<file path="src/rtl/core/power_key_gesture_classifier_core_defines.svh">
// Assertion macros for the power key gesture classifier core.
// Included by files that carry concurrent checks; depends on nothing else.
`ifndef POWER_KEY_GESTURE_CLASSIFIER_CORE_DEFINES_SVH
`define POWER_KEY_GESTURE_CLASSIFIER_CORE_DEFINES_SVH

`ifndef SYNTHESIS
// Same-cycle implication, disabled during reset
`define PKGC_ASSERT_IMP(label, clk, rst_n, ante, cons) \
    label: assert property (@(posedge clk) disable iff (!rst_n) (ante) |-> (cons)) \
        else $error("pkgc check failed");
// Next-cycle implication, disabled during reset
`define PKGC_ASSERT_NXT(label, clk, rst_n, ante, cons) \
    label: assert property (@(posedge clk) disable iff (!rst_n) (ante) |=> (cons)) \
        else $error("pkgc check failed");
`else
`define PKGC_ASSERT_IMP(label, clk, rst_n, ante, cons)
`define PKGC_ASSERT_NXT(label, clk, rst_n, ante, cons)
`endif

`endif

</file>
<file path="src/rtl/core/pkgc_pkg.sv">
// Shared types and constants for the power key gesture classifier.
// No dependencies; used by pkgc_step and the core top level.
package pkgc_pkg;

    // Command codes
    localparam logic [2:0] CMD_TICK         = 3'd0;
    localparam logic [2:0] CMD_PRESS        = 3'd1;
    localparam logic [2:0] CMD_RELEASE      = 3'd2;
    localparam logic [2:0] CMD_FORCE_SHORT  = 3'd3;
    localparam logic [2:0] CMD_FORCE_LONG   = 3'd4;
    localparam logic [2:0] CMD_FORCE_DOUBLE = 3'd5;

    // System state codes
    localparam logic [2:0] SYS_USER     = 3'd0;
    localparam logic [2:0] SYS_ACT_DEAD = 3'd1;
    localparam logic [2:0] SYS_SHUTDOWN = 3'd2;
    localparam logic [2:0] SYS_REBOOT   = 3'd3;

    // Gesture codes
    localparam logic [1:0] GEST_NONE   = 2'd0;
    localparam logic [1:0] GEST_SHORT  = 2'd1;
    localparam logic [1:0] GEST_DOUBLE = 2'd2;
    localparam logic [1:0] GEST_LONG   = 2'd3;

    // Long-press outcome codes
    localparam logic [2:0] OUT_NONE       = 3'd0;
    localparam logic [2:0] OUT_LONG_ACT   = 3'd1;
    localparam logic [2:0] OUT_SOFT_ON    = 3'd2;
    localparam logic [2:0] OUT_POWER_UP   = 3'd3;
    localparam logic [2:0] OUT_SHUTDOWN   = 3'd4;
    localparam logic [2:0] OUT_ALARM_IGN  = 3'd5;
    localparam logic [2:0] OUT_STOPPING   = 3'd6;

    // Action codes
    localparam logic [2:0] ACT_DISABLED = 3'd0;
    localparam logic [2:0] ACT_LOCK     = 3'd4;
    localparam logic [2:0] ACT_UNLOCK   = 3'd5;
    localparam logic [2:0] ACT_BOTH     = 3'd6;
    localparam logic [2:0] ACT_SIGNAL   = 3'd7;

    // Register indexes
    localparam logic [2:0] REG_MEDIUM_DELAY   = 3'd0;
    localparam logic [2:0] REG_LONG_DELAY     = 3'd1;
    localparam logic [2:0] REG_DOUBLE_DELAY   = 3'd2;
    localparam logic [2:0] REG_SHORT_ACTION   = 3'd3;
    localparam logic [2:0] REG_LONG_ACTION    = 3'd4;
    localparam logic [2:0] REG_DOUBLE_ACTION  = 3'd5;
    localparam logic [2:0] REG_OVR_COUNT      = 3'd6;
    localparam logic [2:0] REG_OVR_GAP        = 3'd7;

    // Register reset values
    localparam logic [15:0] RST_MEDIUM_DELAY  = 16'd1000;
    localparam logic [15:0] RST_LONG_DELAY    = 16'd1500;
    localparam logic [15:0] RST_DOUBLE_DELAY  = 16'd500;
    localparam logic [2:0]  RST_SHORT_ACTION  = 3'd4;
    localparam logic [2:0]  RST_LONG_ACTION   = 3'd2;
    localparam logic [2:0]  RST_DOUBLE_ACTION = 3'd5;
    localparam logic [7:0]  RST_OVR_COUNT     = 8'd3;
    localparam logic [15:0] RST_OVR_GAP       = 16'd333;

    localparam logic [15:0] ELAPSED_MAX = 16'hFFFF;

    typedef struct packed {
        logic [2:0] command;
        logic [2:0] sys_mode;
        logic       touch_lock_on;
        logic       soft_off_on;
        logic       proximity_covered;
        logic       alarm_showing;
    } in_item_t;

    typedef struct packed {
        logic [1:0] gesture;
        logic [2:0] chosen_action;
        logic [2:0] long_outcome;
        logic       override_fire;
        logic       timers_busy;
    } out_item_t;

    typedef struct packed {
        logic [15:0] medium_delay_ms;
        logic [15:0] long_delay_ms;
        logic [15:0] double_delay_ms;
        logic [2:0]  short_action;
        logic [2:0]  long_action;
        logic [2:0]  double_action;
        logic [7:0]  override_press_count;
        logic [15:0] override_gap_ms;
    } cfg_regs_t;

    typedef struct packed {
        logic [15:0] long_countdown;
        logic        long_running;
        logic [15:0] double_countdown;
        logic        double_running;
        logic [7:0]  override_count;
        logic [15:0] since_last_release;
        logic        last_release_valid;
    } gest_state_t;

endpackage

</file>
<file path="src/rtl/core/pkgc_step.sv">
// Per-event update of the gesture classifier: next timer state and result.
// Pure combinational; depends on pkgc_pkg.
module pkgc_step (
    input  pkgc_pkg::cfg_regs_t   cfg,
    input  pkgc_pkg::gest_state_t cur,
    input  pkgc_pkg::in_item_t    item,
    output pkgc_pkg::gest_state_t nxt,
    output pkgc_pkg::out_item_t   result
);
    import pkgc_pkg::*;

    logic [2:0]  long_outcome;
    logic [15:0] dbl_dec;
    logic        dbl_expired;
    logic [15:0] long_dec;
    logic        long_expired;
    logic        window_ok;
    logic [15:0] press_delay;
    logic        ovr_enabled;
    logic [7:0]  ovr_base;
    logic [7:0]  ovr_inc;
    logic        ovr_hit;
    logic [1:0]  gesture;
    logic [2:0]  action;
    logic [2:0]  outcome;
    logic        fire;

    // Outcome of a long press from the status bits
    always_comb
    begin
        priority if (item.alarm_showing)
            long_outcome = OUT_ALARM_IGN;
        else if (item.sys_mode == SYS_SHUTDOWN || item.sys_mode == SYS_REBOOT)
            long_outcome = OUT_STOPPING;
        else if (item.sys_mode == SYS_ACT_DEAD)
            long_outcome = OUT_POWER_UP;
        else if (item.sys_mode == SYS_USER)
            long_outcome = item.soft_off_on ? OUT_SOFT_ON : OUT_LONG_ACT;
        else
            long_outcome = OUT_SHUTDOWN;
    end

    // Countdown steps: expire once the count is one or zero
    assign dbl_expired  = (cur.double_countdown <= 16'd1);
    assign dbl_dec      = dbl_expired ? 16'd0 : cur.double_countdown - 16'd1;
    assign long_expired = (cur.long_countdown <= 16'd1);
    assign long_dec     = long_expired ? 16'd0 : cur.long_countdown - 16'd1;

    // May a release open the double-press window
    assign window_ok = (cfg.double_action != ACT_DISABLED)
        && ((cfg.double_action == ACT_SIGNAL)
            || (item.touch_lock_on
                ? (cfg.double_action == ACT_UNLOCK || cfg.double_action == ACT_BOTH)
                : !(cfg.short_action == ACT_LOCK || cfg.short_action == ACT_BOTH)));

    assign press_delay = (item.sys_mode == SYS_ACT_DEAD || item.soft_off_on)
        ? cfg.medium_delay_ms : cfg.long_delay_ms;

    // Proximity override release counting
    assign ovr_enabled = (cfg.override_press_count != 8'd0)
        && (cfg.override_gap_ms != 16'd0) && item.proximity_covered;
    assign ovr_base = (!cur.last_release_valid || cur.since_last_release > cfg.override_gap_ms)
        ? 8'd0 : cur.override_count;
    assign ovr_inc  = ovr_base + 8'd1;
    assign ovr_hit  = (ovr_inc == cfg.override_press_count);

    // Event dispatch
    always_comb
    begin
        nxt     = cur;
        gesture = GEST_NONE;
        action  = ACT_DISABLED;
        outcome = OUT_NONE;
        fire    = 1'b0;
        unique case (item.command)
            CMD_TICK:
            begin
                if (cur.last_release_valid && cur.since_last_release != ELAPSED_MAX)
                    nxt.since_last_release = cur.since_last_release + 16'd1;
                if (cur.double_running)
                begin
                    nxt.double_countdown = dbl_dec;
                    if (dbl_expired)
                    begin
                        nxt.double_running = 1'b0;
                        if (item.sys_mode == SYS_USER)
                        begin
                            gesture = GEST_SHORT;
                            action  = cfg.short_action;
                        end
                    end
                end
                // long expiry wins if both end together
                if (cur.long_running)
                begin
                    nxt.long_countdown = long_dec;
                    if (long_expired)
                    begin
                        nxt.long_running = 1'b0;
                        gesture = GEST_LONG;
                        action  = ACT_DISABLED;
                        outcome = long_outcome;
                    end
                end
            end
            CMD_PRESS:
            begin
                if (cur.double_running)
                begin
                    nxt.long_running   = 1'b0;
                    nxt.double_running = 1'b0;
                    gesture = GEST_DOUBLE;
                    action  = cfg.double_action;
                end
                else
                begin
                    nxt.long_countdown = press_delay;
                    nxt.long_running   = 1'b1;
                end
            end
            CMD_RELEASE:
            begin
                if (!ovr_enabled)
                begin
                    nxt.last_release_valid = 1'b0;
                    nxt.override_count     = 8'd0;
                end
                else
                begin
                    nxt.since_last_release = 16'd0;
                    nxt.last_release_valid = !ovr_hit;
                    nxt.override_count     = ovr_hit ? 8'd0 : ovr_inc;
                    fire                   = ovr_hit;
                end
                if (cur.long_running)
                begin
                    nxt.long_running = 1'b0;
                    if (cur.double_running)
                    begin
                        nxt.double_running = 1'b0;
                        gesture = GEST_DOUBLE;
                        action  = cfg.double_action;
                    end
                    else if (window_ok)
                    begin
                        nxt.double_countdown = cfg.double_delay_ms;
                        nxt.double_running   = 1'b1;
                    end
                    else
                    begin
                        gesture = GEST_SHORT;
                        action  = cfg.short_action;
                    end
                end
            end
            CMD_FORCE_SHORT:
            begin
                nxt.long_running   = 1'b0;
                nxt.double_running = 1'b0;
                gesture = GEST_SHORT;
                action  = cfg.short_action;
            end
            CMD_FORCE_LONG:
            begin
                nxt.long_running   = 1'b0;
                nxt.double_running = 1'b0;
                gesture = GEST_LONG;
                outcome = long_outcome;
            end
            CMD_FORCE_DOUBLE:
            begin
                nxt.long_running   = 1'b0;
                nxt.double_running = 1'b0;
                gesture = GEST_DOUBLE;
                action  = cfg.double_action;
            end
            default:
            begin
                // unused command codes leave everything alone
                nxt = cur;
            end
        endcase
    end

    assign result.gesture       = gesture;
    assign result.chosen_action = action;
    assign result.long_outcome  = outcome;
    assign result.override_fire = fire;
    assign result.timers_busy   = nxt.long_running | nxt.double_running;

endmodule

</file>
<file path="src/rtl/core/power_key_gesture_classifier_core.sv">
// Top level of the power key gesture classifier: event register, timer
// state, result register and configuration. Depends on pkgc_pkg, pkgc_step
// and power_key_gesture_classifier_core_defines.svh.
`include "power_key_gesture_classifier_core_defines.svh"

// Classifies power key events (millisecond ticks, presses, releases and
// software triggers) into short, double and long gestures and fires the
// proximity override. Every event gives exactly one result. One event is
// taken per clock cycle while the result register is not stalled; the whole
// update is done in a single pass between the event register and the result
// register, so each result is registered straight from its event by pkgc_step.
// A stalled result holds the pipe but the event register still takes one
// more event. Configuration writes are always ready and take effect at once;
// write them only while no event is in flight. Tick events drive every
// timer, so the delays count ticks, not clock cycles.
module power_key_gesture_classifier_core (
    input  logic                clk,
    input  logic                rst_n,
    input  logic                ev_valid,
    output logic                ev_ready,
    input  pkgc_pkg::in_item_t  ev_item,
    output logic                res_valid,
    input  logic                res_ready,
    output pkgc_pkg::out_item_t res_item,
    input  logic                cfg_valid,
    output logic                cfg_ready,
    input  logic [2:0]          cfg_index,
    input  logic [15:0]         cfg_data
);
    import pkgc_pkg::*;

    logic        ev_vld_reg;
    logic        ev_vld_next;
    in_item_t    ev_reg;
    logic        res_vld_reg;
    logic        res_vld_next;
    out_item_t   res_reg;
    cfg_regs_t   cfg_reg;
    gest_state_t st_reg;
    gest_state_t st_next;
    out_item_t   step_res;
    logic        advance;
    logic        ev_xfer;

    // Pipe control
    assign advance      = ev_vld_reg && (!res_vld_reg || res_ready);
    assign ev_ready     = !ev_vld_reg || advance;
    assign ev_xfer      = ev_valid && ev_ready;
    assign ev_vld_next  = ev_xfer || (ev_vld_reg && !advance);
    assign res_vld_next = advance || (res_vld_reg && !res_ready);
    assign cfg_ready    = 1'b1;

    // Event update
    pkgc_step u_step (
        .cfg    (cfg_reg),
        .cur    (st_reg),
        .item   (ev_reg),
        .nxt    (st_next),
        .result (step_res)
    );

    // Control and timer state
    always_ff @(posedge clk or negedge rst_n)
    begin
        if (!rst_n)
        begin
            ev_vld_reg  <= 1'b0;
            res_vld_reg <= 1'b0;
            st_reg      <= '0;
        end
        else
        begin
            ev_vld_reg  <= ev_vld_next;
            res_vld_reg <= res_vld_next;
            if (advance)
                st_reg <= st_next;
        end
    end

    // Payload registers
    always_ff @(posedge clk)
    begin
        if (ev_xfer)
            ev_reg <= ev_item;
        if (advance)
            res_reg <= step_res;
    end

    // Configuration registers
    always_ff @(posedge clk or negedge rst_n)
    begin
        if (!rst_n)
        begin
            cfg_reg.medium_delay_ms      <= RST_MEDIUM_DELAY;
            cfg_reg.long_delay_ms        <= RST_LONG_DELAY;
            cfg_reg.double_delay_ms      <= RST_DOUBLE_DELAY;
            cfg_reg.short_action         <= RST_SHORT_ACTION;
            cfg_reg.long_action          <= RST_LONG_ACTION;
            cfg_reg.double_action        <= RST_DOUBLE_ACTION;
            cfg_reg.override_press_count <= RST_OVR_COUNT;
            cfg_reg.override_gap_ms      <= RST_OVR_GAP;
        end
        else if (cfg_valid && cfg_ready)
        begin
            unique case (cfg_index)
                REG_MEDIUM_DELAY:  cfg_reg.medium_delay_ms      <= cfg_data;
                REG_LONG_DELAY:    cfg_reg.long_delay_ms        <= cfg_data;
                REG_DOUBLE_DELAY:  cfg_reg.double_delay_ms      <= cfg_data;
                REG_SHORT_ACTION:  cfg_reg.short_action         <= cfg_data[2:0];
                REG_LONG_ACTION:   cfg_reg.long_action          <= cfg_data[2:0];
                REG_DOUBLE_ACTION: cfg_reg.double_action        <= cfg_data[2:0];
                REG_OVR_COUNT:     cfg_reg.override_press_count <= cfg_data[7:0];
                REG_OVR_GAP:       cfg_reg.override_gap_ms      <= cfg_data;
            endcase
        end
    end

    assign res_valid = res_vld_reg;
    assign res_item  = res_reg;

    // The long-press action register feeds no result: long gestures
    // report an outcome only.

    // Checks
    `PKGC_ASSERT_IMP(a_outcome_only_long, clk, rst_n, res_valid,
        ((res_item.gesture == GEST_LONG) == (res_item.long_outcome != OUT_NONE)))
    `PKGC_ASSERT_IMP(a_action_only_short_double, clk, rst_n,
        res_valid && (res_item.gesture == GEST_NONE || res_item.gesture == GEST_LONG),
        res_item.chosen_action == ACT_DISABLED)
    `PKGC_ASSERT_NXT(a_busy_tracks_state, clk, rst_n, advance,
        res_item.timers_busy == (st_reg.long_running || st_reg.double_running))
    `PKGC_ASSERT_NXT(a_fire_clears_count, clk, rst_n, advance && step_res.override_fire,
        st_reg.override_count == 8'd0 && !st_reg.last_release_valid)

endmodule
</file>
<file path="config.mk">
export PLATFORM = sky130hd
export DESIGN_NAME = power_key_gesture_classifier_core
export DESIGN_NICKNAME = d
export VERILOG_FILES = /design/src/rtl/core/pkgc_pkg.sv /design/src/rtl/core/pkgc_step.sv /design/src/rtl/core/power_key_gesture_classifier_core.sv
export VERILOG_INCLUDE_DIRS = /design/src /design/src/rtl/core
export SDC_FILE = /design/constraint.sdc
export NUM_CORES = 1
export LEC_CHECK = 0
export BUFFER_PORTS_ARGS = -buffer_cell sky130_fd_sc_hd__buf_4
export CAP_MARGIN = 40
export CORE_ASPECT_RATIO = 0.6
export CORE_UTILIZATION = 40
export CTS_CLUSTER_SIZE = 40
export DETAILED_ROUTE_END_ITERATION = 8
export SLEW_MARGIN = 20
export SYNTH_ARGS = -nofsm -noshare
export SYNTH_HDL_FRONTEND = slang
export SYNTH_HIERARCHICAL = 1
export SYNTH_SLANG_ARGS = --single-unit
</file>
<file path="constraint.sdc">
create_clock -name clk -period 5.7 [get_ports clk]
set_input_delay 1.425 -clock clk [delete_from_list [all_inputs] [get_ports clk]]
set_output_delay 1.425 -clock clk [all_outputs]
set_load 0.01 [all_outputs]
</file>
After elaboration in Yosys (flattened, before gate mapping)
Cells that the tools add are included.
{ "word_totals": {"rom_bits": 0, "ff_bits": 159, "mem_bits_rw": 0, "n_memories": 0, "latch_bits": 0} }
{ "classes": {"n_lt_le_gt_ge": 3, "bitwise": 1, "addsub": 4, "n_reduce_logical": 47, "mux": 53, "shifts": 0, "div": 0, "eq_ne": 29, "n_mul": 0} }
{ "op_table": {"columns": ["op", "count"], "rows": [
  ["two-way mux 16 bit", 7],
  ["one-hot mux 16 bit (2 select lines)", 3],
  ["two-way mux 17 bit", 4],
  ["two-way mux 3 bit", 15],
  ["less-or-equal comparator 16 x 1 -> 1 bit (second input constant)", 2],
  ["subtractor 16 x 1 -> 16 bit (second input constant)", 2],
  ["equality test 3 bit (second input constant)", 10],
  ["two-way mux 8 bit", 3],
  ["equality test 3 x 2 -> 1 bit (second input constant)", 6],
  ["AND reduction 2 bit", 9],
  ["adder 16 x 1 -> 16 bit (second input constant)", 1],
  ["> comparator 16 bit", 1],
  ["two-way mux 2 bit", 8],
  ["!= test 16 bit (second input constant)", 1],
  ["nonzero test 16 bit", 1],
  ["one-hot mux 3 bit (5 select lines)", 1],
  ["one-hot mux 2 bit (6 select lines)", 1],
  ["logical OR 1 bit", 10],
  ["!= test 2 bit (second input constant)", 5],
  ["equality test 3 x 1 -> 1 bit (second input constant)", 3],
  ["logical NOT 3 bit", 3],
  ["adder 8 x 1 -> 8 bit (second input constant)", 1],
  ["equality test 8 bit", 1],
  ["logical AND 1 bit", 8],
  ["14 further kinds", 31]
]} }

Depth between registers and ports, before layout
{ "depth": {"word_depth": 11, "depth_mapped": 18, "depth_no_buf": 18} }

By module
Netlist, hierarchy kept.
{ "by_module_without_submodules": {"columns": ["module", "cells_each", "instances", "seq_area_each_um2", "area_per_inst_um2"], "rows": [
  ["power_key_gesture_classifier_core", 333, 1, 4191.5, 6009.5],
  ["pkgc_step", 528, 1, 0.0, 3268.1]
]} }

Worst setup path before layout
Ideal clock, no wire load.
{ "synth_path": {"kind": "flip-flop to flip-flop", "start": "register cfg_reg[6] (netlist name)", "end": "register st_reg[18] (netlist name)", "setup_slack_ns": 1.727, "t_arrival_ns": 3.849, "path_stages_with_launch": 18, "period_less_slack_ns": 3.973, "setup_ns": 0.125, "path_cell_list": "dfstp_2 -> inv_1 -> ha_1 -> a41oi_1 -> o21ai_0 -> o2bb2ai_2 -> o31ai_2 -> and2_1 -> ha_1 -> and3_1 -> nand3_1 -> xnor2_1 -> o21ai_0 -> o311ai_0 -> and2_1 -> nand3_2 -> a32o_1 -> mux2_2"} }
{ "synth_between": {"elab_chain_cells": 7, "elab_cells_between_ends": 10, "classes_between": "add/sub (1); order compare (1); eq/ne (1); mux (3); reduce/logical (4)"} }
{ "synth_rtl": {"columns": ["item", "line", "source"], "rows": [
  ["start: declaration", "power_key_gesture_classifier_core.sv:38", "cfg_regs_t cfg_reg;"],
  ["> comparator 16 bit", "pkgc_step.sv:62", "assign ovr_base = (!cur.last_release_valid || cur.since_last_release > cfg.override_gap_ms)"],
  ["logical OR 1 bit", "pkgc_step.sv:62", null],
  ["two-way mux 8 bit", "pkgc_step.sv:63", "? 8'd0 : cur.override_count;"],
  ["adder 8 x 1 -> 8 bit", "pkgc_step.sv:64", "assign ovr_inc = ovr_base + 8'd1;"],
  ["equality test 8 bit", "pkgc_step.sv:65", "assign ovr_hit = (ovr_inc == cfg.override_press_count);"],
  ["two-way mux 8 bit", "pkgc_step.sv:132", "nxt.override_count = ovr_hit ? 8'd0 : ovr_inc;"],
  ["two-way mux 8 bit (*)", "pkgc_step.sv:123", "if (!ovr_enabled)"],
  ["end signal: assignment", "power_key_gesture_classifier_core.sv:76", "st_reg <= st_next;"],
  ["end: declaration", "power_key_gesture_classifier_core.sv:39", "gest_state_t st_reg;"]
]} }
Every way passes the cells marked *; elsewhere a longest branch is shown, timed or not.
A chain may end at the register's enable or synchronous reset.

Worst setup path in the final report
{ "layout_path": {"start": "register st_reg[15] (netlist name)", "end": "register st_reg[17] (netlist name)"} }
{ "layout_between": {"elab_chain_cells": 7} }
{ "layout_rtl": {"columns": ["item", "line"], "rows": [
  ["> comparator 16 bit (*)", "pkgc_step.sv:62"],
  ["logical OR 1 bit (*)", "pkgc_step.sv:62"],
  ["two-way mux 8 bit (*)", "pkgc_step.sv:63"],
  ["adder 8 x 1 -> 8 bit (*)", "pkgc_step.sv:64"],
  ["equality test 8 bit", "pkgc_step.sv:65"],
  ["two-way mux 8 bit (*)", "pkgc_step.sv:132"],
  ["two-way mux 8 bit (*)", "pkgc_step.sv:123"]
]} }
Marked as above.

==> metrics <==
number of failing setup endpoints in the final timing report=0; die height=about 120 um; Syn Std Cell Area=between 9000 and 10000 um^2; final routed wirelength across all metal layers=approximately 24000 um; total of max-cap violations=0; final-report hold violation count=0; Synthesized Nets=909; RSZ-0062 raised after global routing=false; endpoint of the worst-slack reg-to-reg timing path=st_reg[17]; category of the critical setup timing path=flip-flop to flip-flop; final-stage net count=~950; type of the tightest min-delay check=flip-flop to flip-flop; worst IR drop on VDD=~0.00027 V; clk buf depth=2; number of cells traversed by the worst hold path=1; synthesized instance count=853; CTS sink cnt=159; number of gates resized after cts=0; power share of the clock group=31.5%; total I/O pin count=47; Antenna diodes=0; Min-Delay Endpoint=cfg_reg[65]; Post-Route Utilization=about 47%; Fmax=0.215 GHz; Post-Layout Inst Area=10400 um^2; effective utilization at floorplan=approximately 41%; footprint of the flip-flops and latches=4120 um^2; Die Footprint=approximately 24000 um^2; relative max-transition margin=43.7%; CP max FO=8; ANT nets after route=0; HPWL after detailed placement=between 15000 and 20000 um; number of antenna violations at the first check in global routing=1; cell row count=42; Seq pwr share=a little over two fifths; number of flip-flops in the largest register=78; routed via count divided by cell count=5.72; total global-route track usage=21.7%; reported net switching power=0.00120 W; post-CTS setup-driven buffer insertion count=0; run status=completed; share of post-route cells with drive strength above 1=31.7%; Power Dens Cells=366 nW/um^2; delay of the slowest cell on the worst path=about 450 ps; setup_tns=0 ps; final-layout fill cell count=2087; largest clock skew in the final design=roughly 6.8 ps; CP max-delay cell=sky130_fd_sc_hd__dfrtp_1; ordered list of cells on the worst path=ha_1, nand4_1, nor3_2, a21boi_2, o31ai_2, and2_1, ha_1, and3_1, xnor2_1, or2_2, o32ai_1, xnor2_1, and2_1, nand3_2, a32o_1, mux2_2; Worst-Margin Slew=about 840 ps; Critical Path End Type=flip-flop; Syn-to-layout area delta=13.8%; startpoint of the worst register-to-register path=st_reg[15]; vias in the first global route=roughly 6500; launching element type of the critical path=flip-flop; input/output buffers=45; P_int=about 0.0026 W; Worst Hold Slack=507 ps; cell depth of the worst flop-to-flop path=16; final critical delay including setup and external delays=approximately 4600 ps; clock root cell=sky130_fd_sc_hd__clkbuf_16; wire length of the first global-routing pass=approximately 39000 um; startpoint of the worst hold path=cfg_reg[65]; worst endpoint required time=between 6000 and 7000 ps; Total Power Consumption=0.00381 W; cts hold-fix bufs=0; clock latency of the later-clocked register in the worst-skew pair=approximately 440 ps; Clk pin slew, worst setup/hold paths=roughly 70 ps; reg-to-reg setup timing slack=around 1100 ps; RePlAce Congestion=around 0.90; number of detailed-routing iterations run before antenna repair=5; Gate power share=between 20% and 30%; total clock buffers created by CTS=17; width of the chip=197 um; Critical Path Start=st_reg[15]; switching share of total power=31.6%; arrival time of data at the critical path endpoint=roughly 5000 ps; standby leakage power=4.44 nW; post-detailed-route wirelength per cell=roughly 20 um; final-report max-slew violation count=0; area of the placeable core=around 22000 um^2; area of placed instances=between 9000 and 10000 um^2; maximum level of the CTS H-tree=4; via total after detailed routing=between 6000 and 7000; Avg Inst Size Synth=approximately 11 um^2; count of synthesis-stage warnings from yosys=6; CTS tree=done; area taken by multi-input logic gates=approximately 4700 um^2; sum of overflow across all layers after global routing=0; DRC marker count from the first detailed-route iteration=between 600 and 700; pin count of the biggest net entering global routing=65; fin crit share=81.5%; remaining design rule violation count=0
cell type report:
class,instances,area share [%]
inverter,39,1.40
sequential,159,39.5
clock inverter,9,1.26
clock buffer,23,4.60
timing repair buffer,56,4.29
tap,308,3.70
multi-input combinational,619,45.3
power groups by stage:
stage	clock network (W)	logic (W)	registers, W
after global routing	0.00127	0.00104	0.00171
after global placement	0	0.000913	0.00168
after detailed placement	0	0.000927	0.00168
final	0.00120	0.000943	0.00167
after floorplan	0	0.000712	0.00161
after CTS	0.00123	0.000935	0.00166
layer usage:
layer	vias up	part of all wire [%]	wire (um)	GRT usage (%)
met5	-	0	0	0
li1	3234	-	-	-
met2	227	37	9030	26.7
met3	14	6.2	1510	4.56
met4	0	0.75	180	5.52
met1	3464	56	13400	36.6
critical path, delay by kind of cell, from the launching register on:
| family | cells | cell delay (ps) |
|---|---|---|
| AO/OA/AOI/OAI | 4 | 1190 |
| multiplexers | 1 | 250 |
| AND/OR/NAND/NOR | 7 | 1690 |
| flip-flops | 1 | 450 |
| XOR/XNOR | 2 | 350 |
| adder cells (fa/ha/maj) | 2 | 590 |
metrics by stage:
stage               setup WS [ps]  instances
global route                  755       1213
finish                       1050       1213
detailed placement           1160       1180
CTS                          1130       1212
floorplan                    1730        853
global placement             1260       1175
layout by cell type, fill, tap and decap left out, drive strengths merged, types with 4 or more instances in the layout:
cell	count
clkbuf	23
mux2i	23
and3	5
o221ai	13
a22o	5
nand2	78
o32a	4
dfrtp	110
nand3	18
o211ai	6
buf	56
nand4	14
nand2b	10
nor3b	5
clkinv	5
o21ai	64
nand4b	4
edfxtp	20
nor4	15
a32o	6
or4	4
ha	22
or2	4
nor2	35
a31oi	4
a21oi	40
xnor2	7
dfstp	29
inv	40
xor2	8
mux2	142
or3	7
nor3	21
o31ai	4
and2	11
how the worst max path moves through the flow:
stage | cells past startpoint | end
after global routing | 18 | st_reg[17]
after floorplan | 17 | st_reg[18]
final | 16 | st_reg[17]
after detailed placement | 17 | st_reg[24]
after CTS | 16 | st_reg[18]
after global placement | 18 | st_reg[17]
Power figures use the tool's default switching activity.
